<file path="src/rtl/hsirgb_pkg.sv">
// ----------------------------------------------------------------------------
// hsirgb_pkg
// shared widths, defaults and the ratio table generator of the hsi to rgb unit
// ----------------------------------------------------------------------------
package hsirgb_pkg;

  // fixed field widths
  localparam int unsigned HUE_W  = 16;
  localparam int unsigned IN_W   = 13;
  localparam int unsigned OUT_W  = 13;

  // one 120 degree sector in tenths of a degree
  localparam int unsigned HUE_SECTOR   = 1200;
  localparam int unsigned HUE_SECTOR_W = $clog2(HUE_SECTOR);

  // parameter defaults
  localparam int unsigned FRAC_BITS_DEF    = 12;
  localparam int unsigned SECTOR_STEPS_DEF = 1200;

  // integer cosine used to build the ratio table
  localparam longint unsigned PI_Q28   = 64'd843314857;
  localparam longint unsigned Q28_ONE  = 64'd268435456;
  localparam longint unsigned Q28_HALF = 64'd134217728;
  localparam int unsigned     COS_TERMS = 12;

  // which channel leads in the sector
  typedef enum logic [1:0] {
    SEC_RED   = 2'd0,
    SEC_GREEN = 2'd1,
    SEC_BLUE  = 2'd2
  } sector_e;

  // restoring divide, used only when the table is built
  function automatic logic [63:0] udiv64(input logic [63:0] num, input logic [63:0] den);
    logic [64:0] rem;
    logic [63:0] quo;
    rem = '0;
    quo = '0;
    for (int i = 63; i >= 0; i--) begin
      rem = {rem[63:0], num[i]};
      if (rem >= {1'b0, den}) begin
        rem    = rem - {1'b0, den};
        quo[i] = 1'b1;
      end
    end
    return quo;
  endfunction

  // q28 taylor cosine, every term truncated
  function automatic longint cos_q28(input logic [63:0] x);
    logic [63:0] x2;
    logic [63:0] term;
    longint      sum;
    x2   = (x * x + Q28_HALF) >> 28;
    term = Q28_ONE;
    sum  = longint'(Q28_ONE);
    for (int n = 1; n <= COS_TERMS; n++) begin
      term = udiv64((term * x2) >> 28, 64'((2 * n - 1) * (2 * n)));
      if ((n & 1) != 0) begin
        sum = sum - longint'(term);
      end else begin
        sum = sum + longint'(term);
      end
    end
    return sum;
  endfunction

  // half steps to q28 radians, rounded
  function automatic logic [63:0] half_steps_rad(input logic [63:0] m, input int steps);
    logic [63:0] d;
    d = 64'(3 * steps);
    return udiv64(m * PI_Q28 + (d >> 1), d);
  endfunction

  // cos(h)/cos(60-h) as signed q2.frac, halves away from zero
  function automatic longint ratio_entry(input int k, input int frac, input int steps);
    longint      s;
    logic [63:0] m2;
    longint      c;
    longint      den;
    logic [63:0] mag;
    logic [63:0] q;
    s   = longint'(steps) - 2 * longint'(k);
    m2  = (s < 0) ? 64'(-s) : 64'(s);
    c   = cos_q28(half_steps_rad(64'(2 * k), steps));
    den = cos_q28(half_steps_rad(m2, steps));
    if (den <= 0) begin
      den = 1;
    end
    mag = (c < 0) ? 64'(-c) : 64'(c);
    q   = udiv64((mag << frac) + (64'(den) >> 1), 64'(den));
    return (c < 0) ? -longint'(q) : longint'(q);
  endfunction

endpackage

</file>
<file path="src/rtl/hsirgb_channel.sv">
// ----------------------------------------------------------------------------
// hsirgb_channel
// one output channel: i*t/(3*one*one) rounded, saturated to one
// ----------------------------------------------------------------------------
module hsirgb_channel #(
  parameter int unsigned FRAC_BITS = hsirgb_pkg::FRAC_BITS_DEF,
  localparam int unsigned TUW = 2 * FRAC_BITS + 2
) (
  input  logic                           clk_i,
  input  logic [hsirgb_pkg::IN_W-1:0]    intensity_i,
  input  logic [TUW-1:0]                 term_i,
  output logic [hsirgb_pkg::OUT_W-1:0]   value_o
);

  localparam int unsigned PW  = hsirgb_pkg::IN_W + TUW + 1;
  localparam int unsigned UW  = PW - 2 * FRAC_BITS;
  // divide by three: reciprocal exact for any UW bit value
  localparam int unsigned DS  = UW + 2;
  localparam int unsigned DMW = DS - 1;
  localparam longint unsigned DivM = ((64'd1 << DS) + 64'd2) / 64'd3;
  localparam logic [PW-1:0] Rnd = PW'(3) << (2 * FRAC_BITS - 1);
  localparam logic [UW:0]   OneX = (UW + 1)'(1) << FRAC_BITS;

  logic [PW-1:0]     sum_q;
  logic [UW-1:0]     u;
  logic [UW+DMW-1:0] qm;
  logic [UW:0]       q;

  // stage a: product plus rounding half
  always_ff @(posedge clk_i) begin
    sum_q <= PW'(intensity_i) * PW'(term_i) + Rnd;
  end

  // stage b: drop 2f bits, divide by three, saturate
  always_comb begin
    u  = UW'(sum_q >> (2 * FRAC_BITS));
    qm = (UW + DMW)'(u) * (UW + DMW)'(DivM);
    q  = (UW + 1)'(qm >> DS);
    if (q > OneX) begin
      q = OneX;
    end
    value_o = hsirgb_pkg::OUT_W'(q);
  end

endmodule

</file>
<file path="config.mk">
export PLATFORM = sky130hd
export DESIGN_NAME = hsirgb_channel
export DESIGN_NICKNAME = d
export VERILOG_FILES = /design/src/rtl/hsirgb_pkg.sv /design/src/rtl/hsirgb_channel.sv
export SDC_FILE = /design/constraint.sdc
export NUM_CORES = 1
export LEC_CHECK = 0
export ABC_AREA = 1
export BUFFER_PORTS_ARGS = -buffer_cell sky130_fd_sc_hd__buf_4
export CORE_MARGIN = 2
export CORE_UTILIZATION = 45
export CTS_CLUSTER_SIZE = 16
export DETAILED_ROUTE_END_ITERATION = 16
export PLACE_DENSITY = 0.74
export SYNTH_ARGS = -nofsm -noshare
export SYNTH_HDL_FRONTEND = slang
export SYNTH_SLANG_ARGS = --single-unit
</file>
<file path="constraint.sdc">
create_clock -name clk_i -period 7 [get_ports clk_i]
set_input_delay 1.75 -clock clk_i [delete_from_list [all_inputs] [get_ports clk_i]]
set_output_delay 1.75 -clock clk_i [all_outputs]
set_load 0.01 [all_outputs]
</file>
# Word-level counts from Yosys, hierarchy flattened
# Index checks and enable logic that the tools add are counted.
dict set report totals {
  regBits 40
  inputBits 40
  out_inout_bits 13
  elab_cells 6
}
dict set report classes {
  n_addsub 1
  multipliers 2
  n_lt_le_gt_ge 1
  muxes 1
}
# operator n
set ops {}
lappend ops {{39-bit by 25-bit adder with 40-bit output, second input constant} 1}
lappend ops {{13-bit by 26-bit multiplier with 39-bit output} 1}
lappend ops {{16-bit by 16-bit multiplier with 32-bit output, second input constant} 1}
lappend ops {{15-bit by 13-bit > comparator with 1-bit output, second input constant} 1}
lappend ops {{13-bit 2-to-1 mux} 1}

# Longest topological paths before layout
# Gate-level depths: netlist of the first run.
dict set report logic_depth {
  ltp_word 3
  depth_mapped 28
  ltp_nobuf 27
}

# Worst setup path after synthesis of the first run
# No wires, ideal clock.
dict set report synth_timing {
  path_type {input -> register}
  start {input intensity_i[2] (netlist bit)}
  end {register sum_q[37]}
  setup_time_ns 0.119
  arrival_time_ns 6.736
  required_time_ns 6.881
  setup_slack_ns 0.145
  stages 24
  n_path_buf 2
  cell_sequence {clkbuf_1 > clkbuf_1 > nand2_1 > fa_1 > inv_1 > fa_1 > fa_1 > inv_1 > fa_1 > inv_1 > fa_1 > inv_1 > fa_1 > inv_1 > ha_1 > a21oi_1 > inv_1 > a21oi_1 > nor2_1 > nor2_1 > nor2_1 > nor3_1 > nand2_1 > xor2_1}
}
dict set report synth_via {
  elab_chain_len 2
}
# item line
set synth_rtl {}
lappend synth_rtl {{from (decl)} hsirgb_channel.sv:10} ;# input logic [hsirgb_pkg::IN_W-1:0] intensity_i,
lappend synth_rtl {{13-bit by 26-bit multiplier with 39-bit output} hsirgb_channel.sv:31} ;# sum_q <= PW'(intensity_i) * PW'(term_i) + Rnd;
lappend synth_rtl {{39-bit by 25-bit adder with 40-bit output} hsirgb_channel.sv:31}
lappend synth_rtl {{to (signal assigned)} hsirgb_channel.sv:31}
lappend synth_rtl {{to (decl)} hsirgb_channel.sv:24} ;# logic [PW-1:0] sum_q;
# No other way between the ends.

# Worst setup path after layout of the first run
dict set report layout_timing {
  start {register sum_q[32]}
  end {output value_o[6] (netlist bit)}
}
dict set report layout_via {
  elab_chain_len 3
}
# item line
set layout_rtl {}
lappend layout_rtl {{16-bit by 16-bit multiplier with 32-bit output *} hsirgb_channel.sv:37} ;# qm = (UW + DMW)'(u) * (UW + DMW)'(DivM);
lappend layout_rtl {{15-bit by 13-bit > comparator with 1-bit output} hsirgb_channel.sv:39} ;# if (q > OneX) begin
lappend layout_rtl {{13-bit 2-to-1 mux *} hsirgb_channel.sv:39}
lappend layout_rtl {{to (decl)} hsirgb_channel.sv:12} ;# output logic [hsirgb_pkg::OUT_W-1:0] value_o
# Every way passes the cells marked *; elsewhere a longest branch is shown, timed or not.

==> impl_results.md, run 1 <==
* Synth Flop Type: dfxtp_1
* Area grow syn2layout at 10.5%
* Pin count of the biggest net entering global routing at 27
* Slew @ Worst Pin at 0.443 ns
* Row count at 71
* Total nets after synthesis at around 2900
* Gr usage total at 0.226
* Drt wl/cell at 14.8 um
* Ports at 53
* Final ANT Viol Nets at 0
* Initial antenna violation count at 0
* Status: finished, violations left
* Biggest regs: sum_q: 16 flops
* Mapped cell area at around 17000 um2
* I/O Buffers at 52
* Chip Height at 199 um
* GP Congestion at 0.982
* Final Setup Violations at 12
* Crit start category: flip-flop
* Final nets at ~3000
* Maxcap violations at 0
* Post-Route WL at 42.1 mm
* Final hold vios at 0
* Final worst-path cycle share at 1.01
* Vias at 14100
* HPWL after DPL at ~36 mm
* CTS tree: built
* Final Max Slew Viols at 0
* Via/cell ratio at 4.98
* Worst hold path type: input pin to flip-flop
* Flops & latches, synth at 16
* Clock Path Buffers at 2
* Num CTS Buffers at 3
* Min Tclk post-route at 7.09 ns
* Fin area at 18900 um2
* Relative slew slack at 0.703
* RSZ-0062 raised after global routing: yes
* CP startpoint: sum_q[32]
* Total grt overflow at 0
* Hold EP: sum_q[38]
* First-pass GRT wire length at 72.1 mm
* Data required, critical path at approximately 5.3 ns
* Fillers at between 3000 and 4000
* CORE AREA at 37500 um2
* Crit path capture type: output pin
* CP max FO at 6
* Initial DRC Count at 729
* Area taken by multi-input logic gates at 14300 um2
* Worst Hold Depth at 6
* Register area at 339 um2
* Top cells by area, synth: fa_1, ha_1, inv_1, nand2_1, dfxtp_1
* Post-synth top area share at 0.405
* Max FFs per register at 16
* Largest area contributor in the netlist: fa_1
* Worst-path clk slew at 0.05 ns
* Number of global-route vias before repair at 15500
* Mean Syn Cell Area at 7.52 um2
* Dpl cell area at 18200 um2
* DRT Pass-1 Iters at 5
* DRC Markers at 0
* Max H-tree Level at 1
* Unique cell type count in the Yosys netlist at 39
* Violated checks: setup timing
* Initial Util at 0.456
* Warnings from Yosys at 0
* Fraction of layout cells with a size suffix above 1 at 0.0981
* Async SR Flop Fraction at 0
* Root buf cell: clkbuf_16
* EDFF count, synth at 0
* Full die area at 39500 um2
* Mapped Cells at 2273
* Crit Path Class: flip-flop to output pin
* Top reg by flops: sum_q
* Die outline width at approximately 200 um
* Arrival @ worst endpoint at 5.34 ns
* Fin worst setup slack at -0.0917 ns
* Clk sinks at 16
* Hold_sp: term_i[0]
* Fmax at 141 MHz
* Sequential element share of the synthesized area at 0.0187
==> metrics by stage <==
step | std cells | util | setup slack, ns | hold WS [ns] | TNS, ns
floorplan | 2273 | - | 0.145 | 2.17 | 0
global placement | 2818 | 0.486 | -0.00959 | 2.56 | -0.0188
detailed placement | 2818 | 0.486 | -0.187 | 2.55 | -1.78
CTS | 2827 | 0.498 | -0.00987 | 2.30 | -0.00987
global route | 2835 | 0.504 | -0.312 | 2.32 | -3.33
finish | 2836 | 0.504 | -0.0917 | 2.28 | -0.716
==> timing repair <==
item | CTS | global route
pin swaps | 8 | 35
setup buffers | 4 | 7
hold buffers | 0 | 0
resized for setup | 64 | 33
endpoints found under the setup margin | 13 | 13
gates cloned | 1 | 1
==> cells by family after synthesis <==
family | Yosys count | share of synthesized area
XOR/XNOR | 16 | 0.00820
AND/OR/NAND/NOR | 763 | 0.179
adder cells (fa/ha/maj) | 588 | 0.583
flip-flops | 16 | 0.0187
buffers and inverters | 760 | 0.168
AO/OA/AOI/OAI | 130 | 0.0442
==> metal layers <==
metal,vias to the layer above,global-route usage,wire (um)
met4,0,0.0619,1020
li1,6663,-,-
met2,447,0.415,21200
met1,6947,0.285,17400
met3,69,0.0170,2440
met5,-,0,0
==> area by class of cell <==
| type | instances | share of cell area |
|---|---|---|
| Timing Repair Buffer | 113 | 0.0462 |
| Inverter | 693 | 0.138 |
| Tap cell | 511 | 0.0339 |
| Sequential cell | 16 | 0.0180 |
| Antenna cell | 1 | 0.000132 |
| Clock buffer | 4 | 0.00470 |
| Multi-Input combinational cell | 1498 | 0.759 |
==> cell usage in the layout, fill, tap and decap left out, drive strengths merged <==
cell    synthesis  final
o22ai           1      1
a211oi          1      1
dfxtp          16     16
a31oi           7      7
clkinv          2      2
xor2           11     11
a21o            5      5
ha            242    242
a221o           1      1
buf            19    113
nor4            1      1
nor2           92     92
nor3           12     12
o21bai          5      5
nand3b          3      3
fa            346    346
o21a            2      2
and3            1      1
diode           0      1
a31o            1      1
nand4          14     14
a221oi          2      2
o21ai          32     32
xnor2           5      5
nand2         602    603
a21oi          73     73
clkbuf         48      4
inv           691    691
nand3          38     38
==> Yosys cell counts (8+ instances only) <==
cell and count:
inv_1 683, nand2_1 595, fa_1 346, ha_1 242, nor2_1 84, a21oi_1 62, clkbuf_1 48, nand3_1 37
o21ai_0 29, buf_1 16, dfxtp_1 16, nand4_1 14, a21oi_2 11, xor2_1 11, nor3_1 9, inv_2 8
==> worst max-delay path, stage by stage, from the launching register on <==
cell	delay [ns]
dfxtp_1	0.37
ha_4	0.32
inv_1	0.06
fa_1	0.50
fa_1	0.52
inv_1	0.05
fa_1	0.52
fa_1	0.45
ha_1	0.34
ha_4	0.32
nand2_1	0.08
nor2_1	0.14
buf_4	0.16
nand2_1	0.07
nor2_1	0.08
nand2_1	0.12
nand4_1	0.09
nand2_1	0.12
nor2_4	0.12
nand3_2	0.10
nor2_4	0.17
nand2_4	0.11
a21oi_2	0.16
buf_4	0.13
==> how the worst max path moves through the flow <==
stage                      end  slack (ns)  depth (start not counted)
floorplan            sum_q[37]        0.15                         24
global placement    value_o[1]       -0.01                         22
detailed placement  value_o[0]       -0.19                         22
CTS                 value_o[1]       -0.01                         25
global route        value_o[6]       -0.31                         25
finish              value_o[6]       -0.09                         23
Power of run 1 is left out: the tool's default activity adds up to more than one toggle a clock period on the data nets, which glitch-free logic cannot reach.
==> inputs of run 2 (changes only) <==
--- a/config.mk
+++ b/config.mk
@@ -5,13 +5,14 @@
 export SDC_FILE = /design/constraint.sdc
 export NUM_CORES = 1
 export LEC_CHECK = 0
-export ABC_AREA = 1
+export ABC_AREA = 0
 export BUFFER_PORTS_ARGS = -buffer_cell sky130_fd_sc_hd__buf_4
+export CORE_ASPECT_RATIO = 1.1
 export CORE_MARGIN = 2
 export CORE_UTILIZATION = 45
 export CTS_CLUSTER_SIZE = 16
 export DETAILED_ROUTE_END_ITERATION = 16
-export PLACE_DENSITY = 0.74
+export PLACE_DENSITY = 0.72
 export SYNTH_ARGS = -nofsm -noshare
 export SYNTH_HDL_FRONTEND = slang
 export SYNTH_SLANG_ARGS = --single-unit
==> constraint.sdc (replaced) <==
create_clock -name clk_i -period 7.18 [get_ports clk_i]
set_input_delay 1.795 -clock clk_i [delete_from_list [all_inputs] [get_ports clk_i]]
set_output_delay 1.795 -clock clk_i [all_outputs]
set_load 0.01 [all_outputs]
==> run 2 against run 1 <==
Core utilization is 1.8 points higher. Non-clock buffer count increased by 88. Routed wire length down 17%. Highest routed layer unchanged. Die area decreased by 9.3%. Critical path type unchanged. The run still ends with setup timing left. Critical path depth is 2 higher. Hold slack improved by 0.21 ns.
==> impl_results.md, run 2 <==
* Die outline width at 181 um (-9.1%)
* Biggest regs: sum_q: 16 flops
* Data required, critical path at 5.39 ns (+0.14 ns)
* Final ANT Viol Nets at 0 (unchanged)
* Crit start category: flip-flop
* Pin count of the biggest net entering global routing at 26 (-3.7%)
* Final Max Slew Viols at 0 (unchanged)
* Number of global-route vias before repair at 12700 (-18%)
* Clock Path Buffers at 2 (unchanged)
* GP Congestion at 0.904 (-7.9%)
* Async SR Flop Fraction at 0 (unchanged)
* Slowest-stage cell, CP: fa_1
* Most Frequent Cell on Critical Path: buf_4
* Maxcap violations at 0 (unchanged)
* Max FFs per register at 16 (unchanged)
* Gr usage total at 0.200 (-0.0261)
* Mapped Cells at 1700 (-25%)
* Initial Util at 0.454 (-0.00139)
* Total nets after synthesis at 2328 (-20%)
* Warnings from Yosys at 0 (unchanged)
* Vias at 11600 (-18%)
* CTS tree: built
* # diodes at 0 (-1)
* EDFF count, synth at 0 (unchanged)
* Initial antenna violation count at 0 (unchanged)
* Slew @ Worst Pin at 0.490 ns (+0.0473 ns)
* Max H-tree Level at 1 (unchanged)
* Chip Height at 198 um (-0.23%)
* Mapped cell area at 15500 um2 (-9.5%)
* Area grow syn2layout at 14.9%
* Unique cell type count in the Yosys netlist at 58 (+49%)
* DRC Markers at 0 (unchanged)
* Fin area at 17800 um2 (-6.0%)
* Ports at 53 (unchanged)
* Via/cell ratio at 5.09 (+2.2%)
* Largest area contributor in the netlist: fa_1
* Final nets at 2471 (-16%)
* Initial DRC Count at 494 (-32%)
* Clk sinks at 16 (unchanged)
* Top reg by flops: sum_q
* Status: finished, violations left
* Synth Flop Type: dfxtp_1
* Fillers at 3048 (-15%)
* Post-synth top area share at 0.448 (+0.0426)
* Crit Path Class: flip-flop to output pin
* RSZ-0062 raised after global routing: yes
* HPWL after DPL at 30.7 mm (-15%)
* Dpl cell area at 17300 um2 (-5.3%)
* Full die area at 35900 um2 (-9.3%)
* Drt wl/cell at 15.4 um (+3.6%)
* Fmax at 134 MHz
* Mean Syn Cell Area at 9.10 um2 (+21%)
* Relative slew slack at 0.670 (-0.0327)
* Final Setup Violations at 13 (+1)
* Final worst-path cycle share at 1.04
* Commonest non-fill, non-tap cell in the layout: inv_1
* Hold_ws at 2.49 ns (+0.208 ns)
* Arrival @ worst endpoint at 5.69 ns (+0.35 ns)
* Worst hold path type: input pin to flip-flop
* I/O Buffers at 52 (unchanged)
* Most frequent cell after synthesis: inv_1
* Worst Hold Depth at 8 (+2)
* Max stage delay on crit path at 0.57 ns (+0.05 ns)
* Crit path capture type: output pin
* Hold EP: sum_q[25]
* First-pass GRT wire length at 58.9 mm (-18%)
* Top cells by area, synth: fa_1, ha_1, inv_1, nand2_1, and2_1
* Num CTS Buffers at 3 (unchanged)
* Fin worst setup slack at -0.301 ns (-0.209 ns)
* DRT Pass-1 Iters at 5 (unchanged)
* CP max FO at 4 (-2)
* Violated checks: setup timing
* Fraction of layout cells with a size suffix above 1 at 0.149 (+0.0513)
* Top cells by instance count after synthesis: inv_1, fa_1, ha_1
* Most frequent cells in the layout: inv_1, fa_1, ha_1, nand2_1, buf_4
* Row count at 71 (unchanged)
* CTS Hold Bufs at 0 (unchanged)
* Worst-path clk slew at 0.04 ns (about the same)
* Final hold vios at 0 (unchanged)
* Hold_sp: term_i[0]
* Sequential element share of the synthesized area at 0.0207 (+0.00197)
* Min Tclk post-route at around 7.5 ns
* Total grt overflow at 0 (unchanged)
* Root buf cell: clkbuf_16
* Post-Route WL at 35.0 mm (-17%)
* CORE AREA at 34000 um2 (-9.2%)
* Flops & latches, synth at 16 (unchanged)
## run 2: changes by cell type after synthesis, sizes merged, moves of 7 or more
cell	delta
nand2	-378
inv	-257
and2	+130
nor2	-69
a21oi	-33
nand3	-26
a21o	+23
buf	-18
clkbuf	+14
o21ai	-14
xnor2	+10
a211oi	+7
o21a	+7
## run 2: per-stage QoR
stage	util	TNS (ns)	instances	setup WS, ns
final	0.522	-3.38	2279	-0.301
after floorplan	-	0	1700	0.0108
after CTS	0.519	-2.18	2278	-0.207
after global routing	0.522	-5.65	2279	-0.483
after global placement	0.507	-1.38	2264	-0.131
after detailed placement	0.507	-2.59	2264	-0.201
## run 2: timing repair
| item | 4_1_cts | 5_1_grt |
|---|---|---|
| buffers inserted | 12 | 1 |
| endpoints found under the setup margin | 13 | 23 |
| resized for setup | 40 | 25 |
| pin swaps | 16 | 7 |
| cloned | 0 | 0 |
## run 2: logic make-up after synthesis
| logic type | count (synthesis) | synth area share |
|---|---|---|
| and+or+nand+nor | 431 | 0.135 |
| AOI/OAI and AO/OA | 140 | 0.0631 |
| DFF | 16 | 0.0207 |
| xor gates and xnor gates | 26 | 0.0147 |
| adders and majority gates | 588 | 0.644 |
| buffers and inverters | 497 | 0.121 |
| muxes | 2 | 0.00138 |
## run 2: how the worst max path moves through the flow
| stage | start | to | slack [ns] | depth (start not counted) |
|---|---|---|---|---|
| after floorplan | sum_q[24] | value_o[10] | 0.01 | 20 |
| after global placement | sum_q[27] | value_o[0] | -0.13 | 22 |
| after detailed placement | intensity_i[5] | sum_q[39] | -0.20 | 20 |
| after CTS | sum_q[26] | value_o[0] | -0.21 | 20 |
| after global routing | sum_q[26] | value_o[6] | -0.48 | 25 |
| final | sum_q[26] | value_o[6] | -0.30 | 25 |
## run 2: area by class of cell
| type | count | area [um2] | share of cell area |
|---|---|---|---|
| clock buffers | 3 | 75.1 | 0.00423 |
| inverters | 434 | 1630 | 0.0917 |
| multi-input cells | 1187 | 13600 | 0.764 |
| flip-flops and latches | 16 | 345 | 0.0194 |
| well taps | 438 | 548 | 0.0309 |
| repair buffers | 201 | 1600 | 0.0899 |
## run 2: layer usage
metal	routed length, um	global-route usage
met5	0	0
met4	692	0.0520
met3	1180	0.0115
met2	18100	0.370
met1	15000	0.254
## run 2: worst max-delay path: cells and delay by family, from the launching register on
kind	cells	cell delay, ns
adders and majority gates	7	3.05
buffers and inverters	11	1.24
AOI/OAI and AO/OA	3	0.36
xor gates and xnor gates	1	0.22
and+or+nand+nor	3	0.20
DFF	1	0.36
Power of run 2 is left out for the same reason.
==> inputs of run 3 (changes only) <==
==> constraint.sdc (replaced) <==
create_clock -name clk_i -period 8.4 [get_ports clk_i]
set_input_delay 2.1 -clock clk_i [delete_from_list [all_inputs] [get_ports clk_i]]
set_output_delay 2.1 -clock clk_i [all_outputs]
set_load 0.01 [all_outputs]
==> run 3 against run 2 <==
The flow now finishes without violations. Critical path depth shrank 6. Die area is the same. Hold slack gained 0.27 ns. Core utilization shrank 4.3 points. Setup slack gained 0.58 ns. Critical endpoint is now value_o[9]. Highest routed layer unchanged.
==> impl_results.md, run 3 (synthesis results as in run 2) <==
* Register area at 323 um2 (-6.5%)
* GR Layer Usage met3 at 0.0130 (+0.00146)
* DRC Markers at 0 (unchanged)
* Most frequent cells in the layout: inv_1, fa_1, ha_1, nand2_1, and2_1
* Hold_sp: term_i[0]
* Maxcap violations at 0 (unchanged)
* Top reg by flops: sum_q
* Ports at 53 (unchanged)
* Initial Util at 0.454 (unchanged)
* Arrival @ worst endpoint at 6.02 ns (+0.33 ns)
* GP Congestion at 0.896 (-0.90%)
* Vias at 11000 (-5.1%)
* Fraction of layout cells with a size suffix above 1 at 0.0519 (-0.0974)
* Pin count of the biggest net entering global routing at 27 (+3.8%)
* Setup_tns at 0 ns (+3.38 ns)
* # diodes at 0 (unchanged)
* Slew @ Worst Pin at 0.592 ns (+0.102 ns)
* RSZ-0062 raised after global routing: no
* Status: finished clean
* Crit path capture type: output pin
* Crit start category: flip-flop
* CORE AREA at 34000 um2 (unchanged)
* CTS Hold Bufs at 0 (unchanged)
* Relative slew slack at 0.595 (-0.0749)
* Number of global-route vias before repair at 12300 (-3.2%)
* Final nets at 2324 (-5.9%)
* Num CTS Buffers at 3 (unchanged)
* Fmax at roughly 120 MHz
* Final ANT Viol Nets at 0 (unchanged)
* Max FFs per register at 16 (unchanged)
* Worst Hold Depth at 8 (unchanged)
* Post-Route WL at 33.6 mm (-4.0%)
* Fillers at 3234 (+6.1%)
* Root buf cell: clkbuf_16
* Commonest non-fill, non-tap cell in the layout: inv_1
* Max H-tree Level at 1 (unchanged)
* Min Tclk post-route at 8.12 ns
* GR peak layer: met2
* Final Max Slew Viols at 0 (unchanged)
* Area grow syn2layout at 5.41%
* Full die area at 35900 um2 (unchanged)
* Die outline width at 181 um (unchanged)
* CTS tree: built
* CP startpoint: sum_q[26]
* Clock Path Buffers at 2 (unchanged)
* Area taken by multi-input logic gates at 13300 um2 (-1.9%)
* Initial DRC Count at 484 (-2.0%)
* Data required, critical path at 6.30 ns (+0.91 ns)
* Biggest regs: sum_q: 16 flops
* DRT Pass-1 Iters at 7 (+2)
* Total grt overflow at 0 (unchanged)
* Worst-path clk slew at 0.05 ns (about the same)
* Worst hold path type: input pin to flip-flop
* Clk sinks at 16 (unchanged)
* Final Setup Violations at 0 (-13)
* First-pass GRT wire length at 58.7 mm (-0.32%)
* I/O Buffers at 52 (unchanged)
* Gr usage total at 0.198 (-0.00143)
* Hold EP: sum_q[25]
* Drt wl/cell at 15.8 um (+2.7%)
* HPWL after DPL at 28.7 mm (-6.6%)
* CP max FO at 12 (+8)
* Row count at 71 (unchanged)
* Crit Path Class: flip-flop to output pin
* Via/cell ratio at 5.17 (+1.5%)
* Grt met1 use at 0.268 (+0.0140)
* Initial antenna violation count at 0 (unchanged)
* Final hold vios at 0 (unchanged)
* Final worst-path cycle share at 0.967
* GRT met2 Usage at 0.352 (-0.0177)
* Chip Height at 198 um (unchanged)
## run 3: metrics by stage
stage,cell area (um2),instances,utilization,setup WS [ns],hold WS (ns)
2_1_floorplan,15500,1700,-,0.761,2.61
3_3_place_gp,16200,2129,0.475,0.370,3.01
3_5_place_dp,16200,2129,0.475,0.295,3.00
4_1_cts,16200,2132,0.478,0.0188,2.75
5_1_grt,16300,2132,0.479,0.00195,2.81
6_report,16300,2132,0.479,0.276,2.76
## run 3: worst max-delay path by stage
stage	endpoint	slack, ns	cells after the start
floorplan	sum_q[39]	0.76	21
detailed placement	value_o[10]	0.30	21
CTS	value_o[10]	0.02	21
finish	value_o[9]	0.28	19
global route	value_o[9]	0.002	21
global placement	value_o[10]	0.37	21
## run 3: layout make-up
cell class              instances  share of cell area
well taps                     438              0.0336
repair buffers                 54              0.0249
inverters                     434               0.100
clock buffers                   3             0.00461
multi-input cells            1187               0.817
flip-flops and latches         16              0.0198
## run 3: what timing repair did
action | 4_1_cts | 5_1_grt
buffers inserted | 0 | 0
gates resized for setup | 0 | 13
setup endpoints to repair | 0 | 13
endpoints found under the hold margin | 0 | 0
## run 3: critical path, stage by stage, from the launching register on
cell,delay (ns)
dfxtp_1,0.44
ha_1,0.34
fa_1,0.52
inv_1,0.05
fa_1,0.51
inv_1,0.06
fa_1,0.44
fa_1,0.51
fa_1,0.41
ha_1,0.36
and4_2,0.29
nand4_1,0.13
or3_1,0.13
o31a_1,0.14
o311ai_2,0.16
or4b_1,0.55
a32oi_2,0.25
inv_4,0.13
nor3_1,0.20
buf_4,0.15
## run 3: layer usage
layer  vias to the layer above  share of wire
li1                       5110              -
met1                      5595           0.45
met2                       267           0.50
met3                        41          0.042
met4                         0          0.016
met5                         -              0
Power of run 3 is left out for the same reason.
